**src/design/bbn_pkg.sv**
```systemverilog
package bbn_pkg;

  localparam int MaxWidth   = 256;
  localparam int Radius     = 4;
  localparam int WinSize    = 2 * Radius + 1;
  localparam int StoreRows  = 2 * Radius + 2;
  localparam int MinSize    = 16;

  localparam int DimW       = 9;
  localparam int ColW       = $clog2(MaxWidth);
  localparam int SlotW      = $clog2(StoreRows);
  localparam int AddrW      = SlotW + ColW;
  localparam int StoreDepth = StoreRows * MaxWidth;
  localparam int ChanW      = 8;
  localparam int PixW       = 3 * ChanW;
  localparam int SumW       = $clog2(WinSize * WinSize * ((1 << ChanW) - 1) + 1);
  localparam int CntW       = $clog2(WinSize * WinSize + 1);
  localparam int RemW       = CntW + 1;
  localparam int TapW       = $clog2(WinSize);
  localparam int StepW      = $clog2(SumW);
  localparam int CfgIdxW    = 1;

  localparam logic [CfgIdxW-1:0] RegFrameWidth  = 1'b0;
  localparam logic [CfgIdxW-1:0] RegFrameHeight = 1'b1;

  localparam logic OpPixel = 1'b0;
  localparam logic OpDrain = 1'b1;

  typedef struct packed {
    logic             opcode;
    logic [ChanW-1:0] red_in;
    logic [ChanW-1:0] green_in;
    logic [ChanW-1:0] blue_in;
  } in_item_t;

  typedef struct packed {
    logic [ChanW-1:0] red_out;
    logic [ChanW-1:0] green_out;
    logic [ChanW-1:0] blue_out;
    logic             last_of_frame;
  } out_item_t;

  typedef struct packed {
    logic             en;
    logic [AddrW-1:0] addr;
    logic [PixW-1:0]  data;
  } store_wr_t;

  // One window job: output position, its store row slot, the frame size and the last-of-frame flag.
  typedef struct packed {
    logic [DimW-1:0]  row;
    logic [ColW-1:0]  col;
    logic [SlotW-1:0] slot;
    logic [DimW-1:0]  w;
    logic [DimW-1:0]  h;
    logic             last;
  } job_t;

  function automatic logic [SlotW-1:0] slot_inc(logic [SlotW-1:0] s);
    logic [SlotW-1:0] n;
    n = (s == SlotW'(StoreRows - 1)) ? '0 : s + SlotW'(1);
    return n;
  endfunction

endpackage

```
**src/design/bbn_job_fifo.sv**
```systemverilog
module bbn_job_fifo (
  input  logic          clk_i,
  input  logic          rst_ni,
  input  logic          push_i,
  input  bbn_pkg::job_t job_i,
  input  logic          pop_i,
  output bbn_pkg::job_t job_o,
  output logic          full_o,
  output logic          empty_o
);
  import bbn_pkg::*;

  job_t       mem_q [2];
  logic       wr_q, rd_q;
  logic [1:0] cnt_q;
  logic       do_push, do_pop;

  assign full_o  = (cnt_q == 2'd2);
  assign empty_o = (cnt_q == 2'd0);
  assign do_push = push_i && !full_o;
  assign do_pop  = pop_i && !empty_o;
  assign job_o   = mem_q[rd_q];

  always_ff @(posedge clk_i) begin
    if (do_push) mem_q[wr_q] <= job_i;
  end

  always_ff @(posedge clk_i or negedge rst_ni) begin
    if (!rst_ni) begin
      wr_q  <= 1'b0;
      rd_q  <= 1'b0;
      cnt_q <= 2'd0;
    end else begin
      if (do_push) wr_q <= !wr_q;
      if (do_pop) rd_q <= !rd_q;
      cnt_q <= cnt_q + {1'b0, do_push} - {1'b0, do_pop};
    end
  end

endmodule

```
**config.mk**
```make
export PLATFORM = sky130hd
export DESIGN_NAME = bbn_job_fifo
export DESIGN_NICKNAME = d
export VERILOG_FILES = /design/src/design/bbn_pkg.sv /design/src/design/bbn_job_fifo.sv
export SDC_FILE = /design/constraint.sdc
export NUM_CORES = 1
export LEC_CHECK = 0
export BUFFER_PORTS_ARGS = -buffer_cell sky130_fd_sc_hd__buf_2
export CAP_MARGIN = 20
export CORE_ASPECT_RATIO = 0.6
export CORE_UTILIZATION = 50
export DETAILED_ROUTE_END_ITERATION = 12
export PLACE_DENSITY = 0.76
export SLEW_MARGIN = 20
export SYNTH_ARGS = -nofsm -noshare
export SYNTH_HDL_FRONTEND = slang
export SYNTH_SLANG_ARGS = --single-unit
```
**constraint.sdc**
```tcl
create_clock -name clk_i -period 7.3 [get_ports clk_i]
set_input_delay 1.46 -clock clk_i [delete_from_list [all_inputs] [get_ports clk_i]]
set_output_delay 1.46 -clock clk_i [all_outputs]
set_load 0.05 [all_outputs]
```
==> reports/qor.csv <==
stage,metric,value,unit
critical_path,crit path DAT,2.17,ns
critical_path,CP endpoint kind,output port,
power,combinational power share,43.9,%
clock_tree,"Setup Fix Bufs, Post-CTS",0,
detailed_routing,Vias,1561,
sta,Final Skew,0.00401,ns
hold_path,HP Start,cnt_q[1],
global_routing,first-pass GRT wire length,7.89,mm
placement,port bufs,85,
detailed_routing,met1 wire length,2.27,mm
clock_tree,worst skew pair latency,0.34,ns
sta,Slew headroom,37.3,%
hold_path,hold path cells,1,
critical_path,R2R Path Start,cnt_q[1],
cells_and_area,Inserted Diodes,0,
sta,Final Max Slew Viols,0,
sta,final period utilization,49.7,%
synthesis,Synth cell types,15,
floorplanning,Initial Util,52.9,%
clock_tree,TritonCTS buffer count,9,
global_routing,initial antenna violation count,0,
synthesis,Post-Syn Area,3290,µm²
sta,Fin. Hold Viols,0,
detailed_routing,wire length on met3,437,µm
critical_path,reg2reg path depth,2,
critical_path,crit-path cells,"buf_4, mux2_2, buf_2",
synthesis,Seq cells post-synth,84,
sta,Final Setup Violations,0,
power,internal power,1.13,mW
power,Clock power frac,18.2,%
synthesis,yosys warns,0,
detailed_routing,DRC Markers,0,
cells_and_area,Area Growth Syn to Fin,21.1,%
global_routing,global route overflow,0,
critical_path,critical path class,reg2out,
synthesis,sequential cell area fraction in the yosys report,76.0,%
sta,highest clock rate,0.275,GHz
clock_tree,clock sink total,84,
critical_path,Slowest cell on crit path,dfrtp_2,
detailed_routing,Antenna Nets Post-Route,0,
floorplanning,Die Y,64.8,µm
power,Pwr Density,477,nW/µm²
detailed_routing,vias per cell,4.80,
power,Switching Power,772,µW
clock_tree,Post-CTS Hold Buffers,0,
placement,placed cells,308,
detailed_routing,final WL,5.15,mm
cells_and_area,fill count,474,
detailed_routing,WL met2,2.36,mm
synthesis,Syn Nets,189,
floorplanning,# rows,22,
critical_path,reg2reg end,mem_q[1][20],
clock_tree,clk slew on worst S/H paths,0.08,ns
critical_path,required time at the worst-slack endpoint,5.84,ns
clock_tree,post_cts resized,0,
cells_and_area,Finished Layout Cells,325,
power,maximum vdd drop,0.274,mV
detailed_routing,top sig layer,met4,
sta,setup tns final,0,ns
synthesis,Gate Count Post-Synth,143,
sta,unrepaired setup endpoints after global routing,no,
floorplanning,Core Footprint,6220,µm²
detailed_routing,drt initial violations,100,
critical_path,"CP delay by family, top",flip-flops,
detailed_routing,DR pass1 iterations,4,
power,Static Leakage,1.62,nW
global_routing,vias in the first global route,1622,
floorplanning,die area,6920,µm²
critical_path,Buf/Inv on CP,2,
synthesis,Avg Synthesized Cell Area,23.0,µm²
global_routing,gr usage total,16.1,%
floorplanning,DIE WIDTH,107,µm
critical_path,CP peak stage delay,0.72,ns
floorplanning,Boundary Pins,86,
flow_run,max-cap violations,0,
global_routing,largest net degree at the start of global routing,41,
clock_tree,TritonCTS clock tree,yes,
hold_path,HP Class,reg2reg,
sta,Tmin final,3.63,ns
power,sequential power share,37.8,%
critical_path,Register-to-Register Setup Slack,5.54,ns
run_status,status,"complete, no violations",
clock_tree,Root Buffer,clkbuf_8,
critical_path,highest net fanout along the worst path,24,
clock_tree,clock buffer depth,2,
sta,worst-margin pin slew,0.941,ns
hold_path,hold path endpoint,cnt_q[1],
cells_and_area,nets@finish,282,
critical_path,crit start category,register,
cells_and_area,share of layout cells above drive strength 1,60.2,%
clock_tree,H-tree depth,3,
detailed_routing,wire per inst,15.8,µm
power,Sw Ratio,40.6,%
placement,routability cong.,0.722,
==> logic make-up (layout without fill, tap and decap cells) <==
group | count (synthesis) | after routing | share of synthesized area [%]
flops | 84 | 84 | 76.0
mux | 40 | 40 | 18.1
buf+inv | 7 | 105 | 3.00
simple gates | 6 | 6 | 0.989
xor+xnor | 4 | 4 | 1.06
fa+ha+maj | 2 | 2 | 0.760
==> worst register-to-register path, cell delays in order (launching register included) <==
cell and delay, ns:
dfrtp_1 0.41, nand2b_1 0.13, and3_2 0.83
==> how the worst max path moves through the flow <==
stage	startpoint	endpoint	slack, ns	cells past startpoint
CTS	rd_q	job_o[39]	3.62	3
floorplan	push_i	mem_q[0][0]	3.62	2
detailed placement	rd_q	job_o[39]	4.01	3
finish	rd_q	job_o[39]	3.67	3
global route	rd_q	job_o[39]	3.55	3
global placement	rd_q	job_o[39]	4.03	3
==> layout by cell type (no fill, tap or decap) <==
cell | netlist | final
xor2_1 | 1 | 1
inv_1 | 2 | 2
dfrtp_2 | 0 | 1
clkinv_1 | 0 | 1
xnor2_1 | 3 | 3
and3_2 | 0 | 1
buf_2 | 0 | 85
buf_12 | 4 | 1
mux2_2 | 1 | 1
mux2_4 | 39 | 39
clkbuf_8 | 0 | 9
clkbuf_1 | 0 | 1
clkinvlp_4 | 0 | 1
nor2_4 | 0 | 1
edfxtp_1 | 80 | 80
dfrtp_1 | 4 | 3
ha_1 | 2 | 2
bufinv_16 | 0 | 2
clkinv_4 | 0 | 2
nor2b_2 | 1 | 1
nand2b_1 | 1 | 1
nor2_1 | 2 | 1
nand2_1 | 1 | 1
buf_4 | 0 | 1
==> cell usage after synthesis <==
master | number | share of area [%]
and3_1 | 1 | 0.19
buf_12 | 4 | 2.4
buf_6 | 1 | 0.34
dfrtp_1 | 4 | 3.0
edfxtp_1 | 80 | 73
ha_1 | 2 | 0.76
inv_1 | 2 | 0.23
mux2_2 | 1 | 0.34
mux2_4 | 39 | 18
nand2_1 | 1 | 0.11
nand2b_1 | 1 | 0.19
nor2_1 | 2 | 0.23
nor2b_2 | 1 | 0.27
xnor2_1 | 3 | 0.80
xor2_1 | 1 | 0.27
==> cell type report <==
cell class	instances	area [µm²]	area share, %
inverter	2	7.51	0.188
timing repair buffer	87	453	11.4
clock buffer	10	128	3.20
clock inverter	6	88.8	2.23
sequential	84	2500	62.8
tap	84	105	2.64
multi-input combinational	52	698	17.5
==> layer usage <==
| metal | global-route usage [%] | vias to the layer above |
|---|---|---|
| met3 | 6.44 | 10 |
| met1 | 20.9 | 749 |
| met5 | 0 | - |
| met4 | 6.68 | 0 |
| met2 | 24.3 | 67 |
| li1 | - | 735 |
==> registers in the layout, summed over array words and instances (netlist names) <==
register,cells
cnt_q,2
mem_q,80
rd_q,1
wr_q,1
==> power groups by stage <==
| stage | clock, mW | sequential [mW] | combinational [mW] |
|---|---|---|---|
| after detailed placement | 0 | 0.732 | 0.831 |
| after global routing | 0.373 | 0.731 | 0.876 |
| after CTS | 0.356 | 0.723 | 0.835 |
| final | 0.346 | 0.719 | 0.834 |
| after global placement | 0 | 0.725 | 0.825 |
| after floorplan | 0 | 0.698 | 0.757 |
==> per-stage QoR <==
step                      power, mW  util (%)  cell area (µm²)  hold WS (ns)  worst slack (ns)
after global routing           1.98      64.0             3980         0.541              3.55
after floorplan                1.45         -             3290         0.461              3.62
after global placement         1.55      60.2             3750         0.490              4.03
after detailed placement       1.56      60.2             3750         0.490              4.01
after CTS                      1.91      63.7             3960         0.506              3.62
final                          1.90      64.0             3980         0.511              3.67
(Power assumes the default switching activity.)
