--- src/design/bbn_pkg.sv ---
package bbn_pkg;

  localparam int MaxWidth   = 256;
  localparam int Radius     = 4;
  localparam int WinSize    = 2 * Radius + 1;
  localparam int StoreRows  = 2 * Radius + 2;
  localparam int MinSize    = 16;

  localparam int DimW       = 9;
  localparam int ColW       = $clog2(MaxWidth);
  localparam int SlotW      = $clog2(StoreRows);
  localparam int AddrW      = SlotW + ColW;
  localparam int StoreDepth = StoreRows * MaxWidth;
  localparam int ChanW      = 8;
  localparam int PixW       = 3 * ChanW;
  localparam int SumW       = $clog2(WinSize * WinSize * ((1 << ChanW) - 1) + 1);
  localparam int CntW       = $clog2(WinSize * WinSize + 1);
  localparam int RemW       = CntW + 1;
  localparam int TapW       = $clog2(WinSize);
  localparam int StepW      = $clog2(SumW);
  localparam int CfgIdxW    = 1;

  localparam logic [CfgIdxW-1:0] RegFrameWidth  = 1'b0;
  localparam logic [CfgIdxW-1:0] RegFrameHeight = 1'b1;

  localparam logic OpPixel = 1'b0;
  localparam logic OpDrain = 1'b1;

  typedef struct packed {
    logic             opcode;
    logic [ChanW-1:0] red_in;
    logic [ChanW-1:0] green_in;
    logic [ChanW-1:0] blue_in;
  } in_item_t;

  typedef struct packed {
    logic [ChanW-1:0] red_out;
    logic [ChanW-1:0] green_out;
    logic [ChanW-1:0] blue_out;
    logic             last_of_frame;
  } out_item_t;

  typedef struct packed {
    logic             en;
    logic [AddrW-1:0] addr;
    logic [PixW-1:0]  data;
  } store_wr_t;

  // One window job: output position, its store row slot, the frame size and the last-of-frame flag.
  typedef struct packed {
    logic [DimW-1:0]  row;
    logic [ColW-1:0]  col;
    logic [SlotW-1:0] slot;
    logic [DimW-1:0]  w;
    logic [DimW-1:0]  h;
    logic             last;
  } job_t;

  function automatic logic [SlotW-1:0] slot_inc(logic [SlotW-1:0] s);
    logic [SlotW-1:0] n;
    n = (s == SlotW'(StoreRows - 1)) ? '0 : s + SlotW'(1);
    return n;
  endfunction

endpackage

--- src/design/bbn_front.sv ---
module bbn_front (
  input  logic                     clk_i,
  input  logic                     rst_ni,
  input  logic                     cfg_we_i,
  input  logic [bbn_pkg::CfgIdxW-1:0] cfg_idx_i,
  input  logic [bbn_pkg::DimW-1:0] cfg_data_i,
  input  logic                     push_i,
  input  bbn_pkg::in_item_t        item_i,
  input  logic                     hold_i,
  input  logic                     q_full_i,
  output logic                     full_o,
  output logic                     job_push_o,
  output bbn_pkg::job_t            job_o,
  output bbn_pkg::store_wr_t       wr_o
);
  import bbn_pkg::*;

  logic [DimW-1:0]  cfg_w_q, cfg_h_q, cur_w_q, cur_h_q, cur_w_d, cur_h_d;
  logic [DimW-1:0]  in_row_q, in_row_d, in_col_q, in_col_d;
  logic [DimW-1:0]  out_row_q, out_row_d, out_col_q, out_col_d;
  logic [SlotW-1:0] in_slot_q, in_slot_d, out_slot_q, out_slot_d;
  logic             done_q, done_d;
  logic             start, acc, pix, ready, emit, last;
  logic [DimW-1:0]  w_eff, h_eff;

  function automatic logic [DimW-1:0] clamp_w(logic [DimW-1:0] v);
    logic [DimW-1:0] r;
    if (v < DimW'(MinSize)) r = DimW'(MinSize);
    else if (v > DimW'(MaxWidth)) r = DimW'(MaxWidth);
    else r = v;
    return r;
  endfunction

  function automatic logic [DimW-1:0] clamp_h(logic [DimW-1:0] v);
    logic [DimW-1:0] r;
    r = (v < DimW'(MinSize)) ? DimW'(MinSize) : v;
    return r;
  endfunction

  // New frame waits until the back end has stopped reading the store.
  assign start  = (in_row_q == '0) && (in_col_q == '0) && !done_q;
  assign full_o = q_full_i || (start && hold_i);
  assign acc    = push_i && !full_o;
  assign pix    = (item_i.opcode == OpPixel);
  assign w_eff  = start ? clamp_w(cfg_w_q) : cur_w_q;
  assign h_eff  = start ? clamp_h(cfg_h_q) : cur_h_q;
  assign ready  = (in_row_q > DimW'(Radius)) ||
                  ((in_row_q == DimW'(Radius)) && (in_col_q >= DimW'(Radius)));
  assign last   = (out_row_q == h_eff - DimW'(1)) && (out_col_q == w_eff - DimW'(1));
  assign emit   = acc && ((pix && !done_q && ready) || (!pix && done_q));

  always_comb begin
    cur_w_d    = cur_w_q;
    cur_h_d    = cur_h_q;
    in_row_d   = in_row_q;
    in_col_d   = in_col_q;
    in_slot_d  = in_slot_q;
    out_row_d  = out_row_q;
    out_col_d  = out_col_q;
    out_slot_d = out_slot_q;
    done_d     = done_q;
    if (acc && pix && !done_q) begin
      cur_w_d = w_eff;
      cur_h_d = h_eff;
      if (in_col_q + DimW'(1) >= w_eff) begin
        in_col_d = '0;
        if (in_row_q + DimW'(1) >= h_eff) begin
          done_d = 1'b1;
        end else begin
          in_row_d  = in_row_q + DimW'(1);
          in_slot_d = slot_inc(in_slot_q);
        end
      end else begin
        in_col_d = in_col_q + DimW'(1);
      end
    end
    if (emit) begin
      if (last) begin
        in_row_d   = '0;
        in_col_d   = '0;
        in_slot_d  = '0;
        out_row_d  = '0;
        out_col_d  = '0;
        out_slot_d = '0;
        done_d     = 1'b0;
      end else if (out_col_q + DimW'(1) >= w_eff) begin
        out_col_d  = '0;
        out_row_d  = out_row_q + DimW'(1);
        out_slot_d = slot_inc(out_slot_q);
      end else begin
        out_col_d = out_col_q + DimW'(1);
      end
    end
  end

  assign wr_o.en   = acc && pix && !done_q;
  assign wr_o.addr = {in_slot_q, in_col_q[ColW-1:0]};
  assign wr_o.data = {item_i.red_in, item_i.green_in, item_i.blue_in};

  assign job_push_o = emit;
  assign job_o.row  = out_row_q;
  assign job_o.col  = out_col_q[ColW-1:0];
  assign job_o.slot = out_slot_q;
  assign job_o.w    = w_eff;
  assign job_o.h    = h_eff;
  assign job_o.last = last;

  always_ff @(posedge clk_i or negedge rst_ni) begin
    if (!rst_ni) begin
      cfg_w_q    <= DimW'(MaxWidth);
      cfg_h_q    <= DimW'(256);
      cur_w_q    <= DimW'(MinSize);
      cur_h_q    <= DimW'(MinSize);
      in_row_q   <= '0;
      in_col_q   <= '0;
      in_slot_q  <= '0;
      out_row_q  <= '0;
      out_col_q  <= '0;
      out_slot_q <= '0;
      done_q     <= 1'b0;
    end else begin
      if (cfg_we_i && cfg_idx_i == RegFrameWidth) cfg_w_q <= cfg_data_i;
      if (cfg_we_i && cfg_idx_i == RegFrameHeight) cfg_h_q <= cfg_data_i;
      cur_w_q    <= cur_w_d;
      cur_h_q    <= cur_h_d;
      in_row_q   <= in_row_d;
      in_col_q   <= in_col_d;
      in_slot_q  <= in_slot_d;
      out_row_q  <= out_row_d;
      out_col_q  <= out_col_d;
      out_slot_q <= out_slot_d;
      done_q     <= done_d;
    end
  end

endmodule

--- config.mk ---
export PLATFORM = sky130hd
export DESIGN_NAME = bbn_front
export DESIGN_NICKNAME = d
export VERILOG_FILES = /design/src/design/bbn_pkg.sv /design/src/design/bbn_front.sv
export SDC_FILE = /design/constraint.sdc
export NUM_CORES = 1
export LEC_CHECK = 0
export ABC_AREA = 1
export BUFFER_PORTS_ARGS = -buffer_cell sky130_fd_sc_hd__buf_2
export CORE_UTILIZATION = 53
export CTS_BUF_LIST = sky130_fd_sc_hd__clkbuf_2 sky130_fd_sc_hd__clkbuf_4 sky130_fd_sc_hd__clkbuf_8
export CTS_CLUSTER_SIZE = 8
export DETAILED_ROUTE_END_ITERATION = 8
export GPL_TIMING_DRIVEN = 0
export PLACE_DENSITY = 0.84
export SLEW_MARGIN = 20
export SYNTH_ARGS = -nofsm -noshare
export SYNTH_HDL_FRONTEND = slang
export SYNTH_SLANG_ARGS = --single-unit
--- constraint.sdc ---
create_clock -name clk_i -period 3.04 [get_ports clk_i]
set_input_delay 0.608 -clock clk_i [delete_from_list [all_inputs] [get_ports clk_i]]
set_output_delay 0.608 -clock clk_i [all_outputs]
set_load 0.02 [all_outputs]
==> run_results.csv <==
group,metric,value,unit
floorplanning,core-area,0.0122,sq mm
worst_setup_path,regToRegEndpoint,"in_row_q[3]$_DFF_PN0_",
worst_setup_path,worstPathMaxFanout,10,
logic_synthesis,synth_async_sr_flop_share,100,%
detailed_routing,wl,21900,um
detailed_routing,drc,0,
logic_synthesis,yosysUniqueCellTypes,42,
logic_synthesis,ys.flop_type,"dfrtp_1",
place,placed_area,0.00748,sq mm
floorplanning,fp.dieW,114,um
clock_tree,clock-sinks,81,
worst_setup_path,crit_top_cell,"nor2_4",
detailed_routing,wl_per_cell,16.2,um
sta,finalSetupViolCount,47,
global_routing,grt_max_degree,54,
logic_synthesis,yosysSeqAreaShare,30.3,%
worst_hold_path,hp-class,"primary input to async pin",
clock_tree,clkSlewWorstSetupHoldPaths,0.09,ns
logic_synthesis,synth_edf_count,0,
worst_setup_path,cp_cell_sequence,"inv_4 -> ha_4 -> inv_2 -> nor2_4 -> nand2_2 -> nor2_4 -> nand3_4 -> buf_12 -> buf_12 -> nand2_4 -> nand2_4 -> nor2_4 -> nand3_2 -> xnor2_2 -> nand2_1 -> nor2_2 -> nand3_4 -> inv_2 -> buf_6",
worst_setup_path,crit_path_max_incr_delay,0.43,ns
cells_and_area,finalNonFillerCells,1346,
global_routing,grt.total_usage,31.4,%
detailed_routing,via_per_inst,5.51,
worst_setup_path,critical_path_class,"flop to output port",
global_routing,grt_pass1_wl,32000,um
sta,relSlewSlack,53.4,%
global_routing,grt-ovfl-total,0,
worst_setup_path,r2r_start,"in_col_q[0]$_DFF_PN0_",
place,place.gp.congestion,0.943,
cells_and_area,multi_input_area,0.00434,sq mm
sta,post-route-period-util,116,%
sta,slew_violations,0,
logic_synthesis,syn_area,0.00670,sq mm
outcome,status,"complete, but fails checks",
detailed_routing,vias,7417,
worst_setup_path,cp.arrival,2.93,ns
cells_and_area,seqCellArea,0.00203,sq mm
worst_setup_path,worstRegToRegCells,26,
worst_setup_path,path_depth,19,
worst_setup_path,cp-end-kind,"output port",
sta,min_period,3.53,ns
worst_setup_path,crit_buf_inv,6,
floorplanning,die-area,0.0131,sq mm
worst_setup_path,crit_required,2.43,ns
cells_and_area,design_area,0.00900,sq mm
cells_and_area,area_growth,34.4,%
clock_tree,cts_buffer_depth,2,
cells_and_area,finalNetCount,1247,
global_routing,first_global_vias,6740,
sta,fmax,283,MHz
floorplanning,pin_count,120,
logic_synthesis,ys_warn_count,0,
sta,tightest_slew,0.699,ns
sta,rsz0062_at_grt,"yes",
cells_and_area,fillers,862,
floorplanning,start_util,55.1,%
place,dp_cells,1267,
power_and_ir_drop,vdd_drop_max,0.644,mV
floorplanning,rows,40,
sta,final-hold-violation-count,0,
detailed_routing,drt_first_pass_iters,5,
power_and_ir_drop,powerDensity,958,mW/mm^2
detailed_routing,detail-route-antenna-nets,0,
worst_setup_path,cp_slowest_cell,"dfrtp_2",
cells_and_area,n_antenna_cell,0,
worst_setup_path,cp_top_family,"simple AND/OR/NAND/NOR gates",
worst_setup_path,critPathLaunchType,"flop",
clock_tree,cts_tree,"yes",
clock_tree,clock-root-buffer,"clkbuf_8",
run,cap_violations,0,
logic_synthesis,postSynthCellCount,1003,
sta,fin_skew,0.0125,ns
logic_synthesis,ys_ff_latch,81,
clock_tree,htree_levels,3,
global_routing,antenna_found_initial,0,
clock_tree,insertion_delay,0.38,ns
cells_and_area,drive_gt1_share,34.4,%
power_and_ir_drop,total_power,8.62,mW
outcome,violations,"setup timing",
sta,fin_ws,-0.494,ns
place,dpl.hpwl,13600,um
worst_setup_path,r2r_slack,-0.49,ns
logic_synthesis,synth_nets,1076,
floorplanning,dieHeight,114,um
clock_tree,numCtsBuffers,9,
power_and_ir_drop,p_leak,4.86,nW
place,io_buffers,95,
logic_synthesis,avgSynthCellArea,6.68,sq um
detailed_routing,dr.first_iter.drc_count,708,
sta,hold_slack,0.273,ns
==> worst max-delay path by stage <==
stage	slack, ns	endpoint	startpoint
3_5_place_dp	-0.49	wr_o[36]	in_col_q[0]$_DFF_PN0_
6_report	-0.49	job_o[0]	in_col_q[0]$_DFF_PN0_
4_1_cts	-0.41	job_o[0]	in_col_q[0]$_DFF_PN0_
2_1_floorplan	0.005	in_row_q[3]$_DFF_PN0_	in_col_q[0]$_DFF_PN0_
5_1_grt	-0.63	job_o[0]	in_col_q[0]$_DFF_PN0_
3_3_place_gp	-0.46	wr_o[36]	in_col_q[0]$_DFF_PN0_
==> cell usage in the layout, fill, tap and decap left out, types with 12 or more instances in the layout <==
master / count
nand4_1: 20
xor2_1: 29
ha_1: 23
nor2_2: 16
buf_4: 97
buf_2: 95
o21ai_1: 19
buf_6: 12
dfrtp_1: 76
nand2_2: 26
nand3_1: 50
inv_2: 18
o21ai_0: 34
nand2_4: 19
clkbuf_8: 12
nor2_4: 13
nand2_1: 274
nor2_1: 72
inv_1: 140
==> power by group <==
group	switching, mW	internal [mW]	leakage, nW	total, mW
combinational	3.67	2.40	3.74	6.07
sequential	0.336	1.37	1.01	1.71
clock	0.418	0.427	0.106	0.845
total	4.43	4.20	4.86	8.62
==> worst register-to-register path, stage by stage, from the launching register on <==
cell	delay, ns
dfrtp_2	0.43
inv_4	0.07
ha_4	0.13
inv_2	0.04
nor2_4	0.07
nand2_2	0.06
nor2_4	0.14
nand3_4	0.14
buf_12	0.18
nand2_4	0.06
nand2_4	0.07
buf_4	0.15
ha_4	0.27
a21oi_1	0.09
o21ai_0	0.27
nor2_1	0.07
o211ai_1	0.20
nand2_1	0.10
nand2_1	0.10
nand2_2	0.07
nand2_4	0.10
nand3_4	0.14
buf_6	0.17
o21ai_2	0.12
nand2_1	0.07
nand2_1	0.06
inv_1	0.04
==> cells in the mapped netlist (7+ instances only) <==
| cell | number | share of area [%] |
|---|---|---|
| o21ai_0 | 54 | 4.0 |
| o21ai_2 | 7 | 0.92 |
| nand2_1 | 309 | 17 |
| buf_4 | 42 | 4.7 |
| clkbuf_1 | 7 | 0.39 |
| xor2_1 | 31 | 4.1 |
| o22ai_1 | 13 | 1.2 |
| nand3_1 | 56 | 4.2 |
| a21oi_1 | 15 | 1.1 |
| inv_2 | 13 | 0.73 |
| nor3_1 | 14 | 1.0 |
| nor2_2 | 12 | 1.1 |
| buf_2 | 9 | 0.67 |
| nor2_1 | 85 | 4.8 |
| nand4_1 | 20 | 1.9 |
| ha_1 | 32 | 6.0 |
| nand2_2 | 10 | 0.93 |
| inv_1 | 152 | 8.5 |
| dfrtp_1 | 77 | 29 |
==> metal layers <==
metal	vias to the layer above	wire length, um	track usage (%)
li1	3446	-	-
met1	3424	8160	38.0
met2	429	10500	52.4
met3	118	1840	6.19
met4	0	1330	17.4
met5	-	0	0
==> per-stage QoR <==
stage                     setup slack (ns)  setup TNS, ns  util (%)
after floorplan                    0.00462              0         -
after global placement              -0.456         -12.97      61.3
after detailed placement            -0.492         -15.39      61.5
after CTS                           -0.412          -3.89      70.4
after global routing                -0.628         -18.42      74.0
final                               -0.494         -12.44      74.0
==> timing repair <==
| item | CTS | global route |
|---|---|---|
| hold buffers | 0 | 0 |
| buffers inserted | 44 | 22 |
| endpoints found under the setup margin | 48 | 60 |
| gates cloned | 3 | 2 |
| resized for setup | 124 | 92 |
| pin swaps | 33 | 42 |
==> area by class of cell <==
cell class	count	area share [%]
Buffer	59	5.38
Clock buffer	12	1.76
Clock inverter	3	0.445
Inverter	166	7.36
Multi-Input combinational cell	696	48.2
Sequential cell	81	22.6
Tap cell	168	2.33
Timing Repair Buffer	161	12.0
==> flip-flops by register name (all words and copies together), names as in the netlist <==
register and cells:
out_col_q 9, cfg_h_q 9, cur_h_q 9, in_col_q 9
out_row_q 9, in_slot_q 4, done_q 1, in_row_q 9
out_slot_q 4, cur_w_q 9, cfg_w_q 9
==> cell families after synthesis <==
logic type,share of synthesized area (%)
adders and majority gates,5.98
xor gates and xnor gates,4.31
buffers and inverters,15.6
AOI/OAI and AO/OA,8.98
and+or+nand+nor,34.8
DFF,30.3
(Power assumes the default switching activity.)
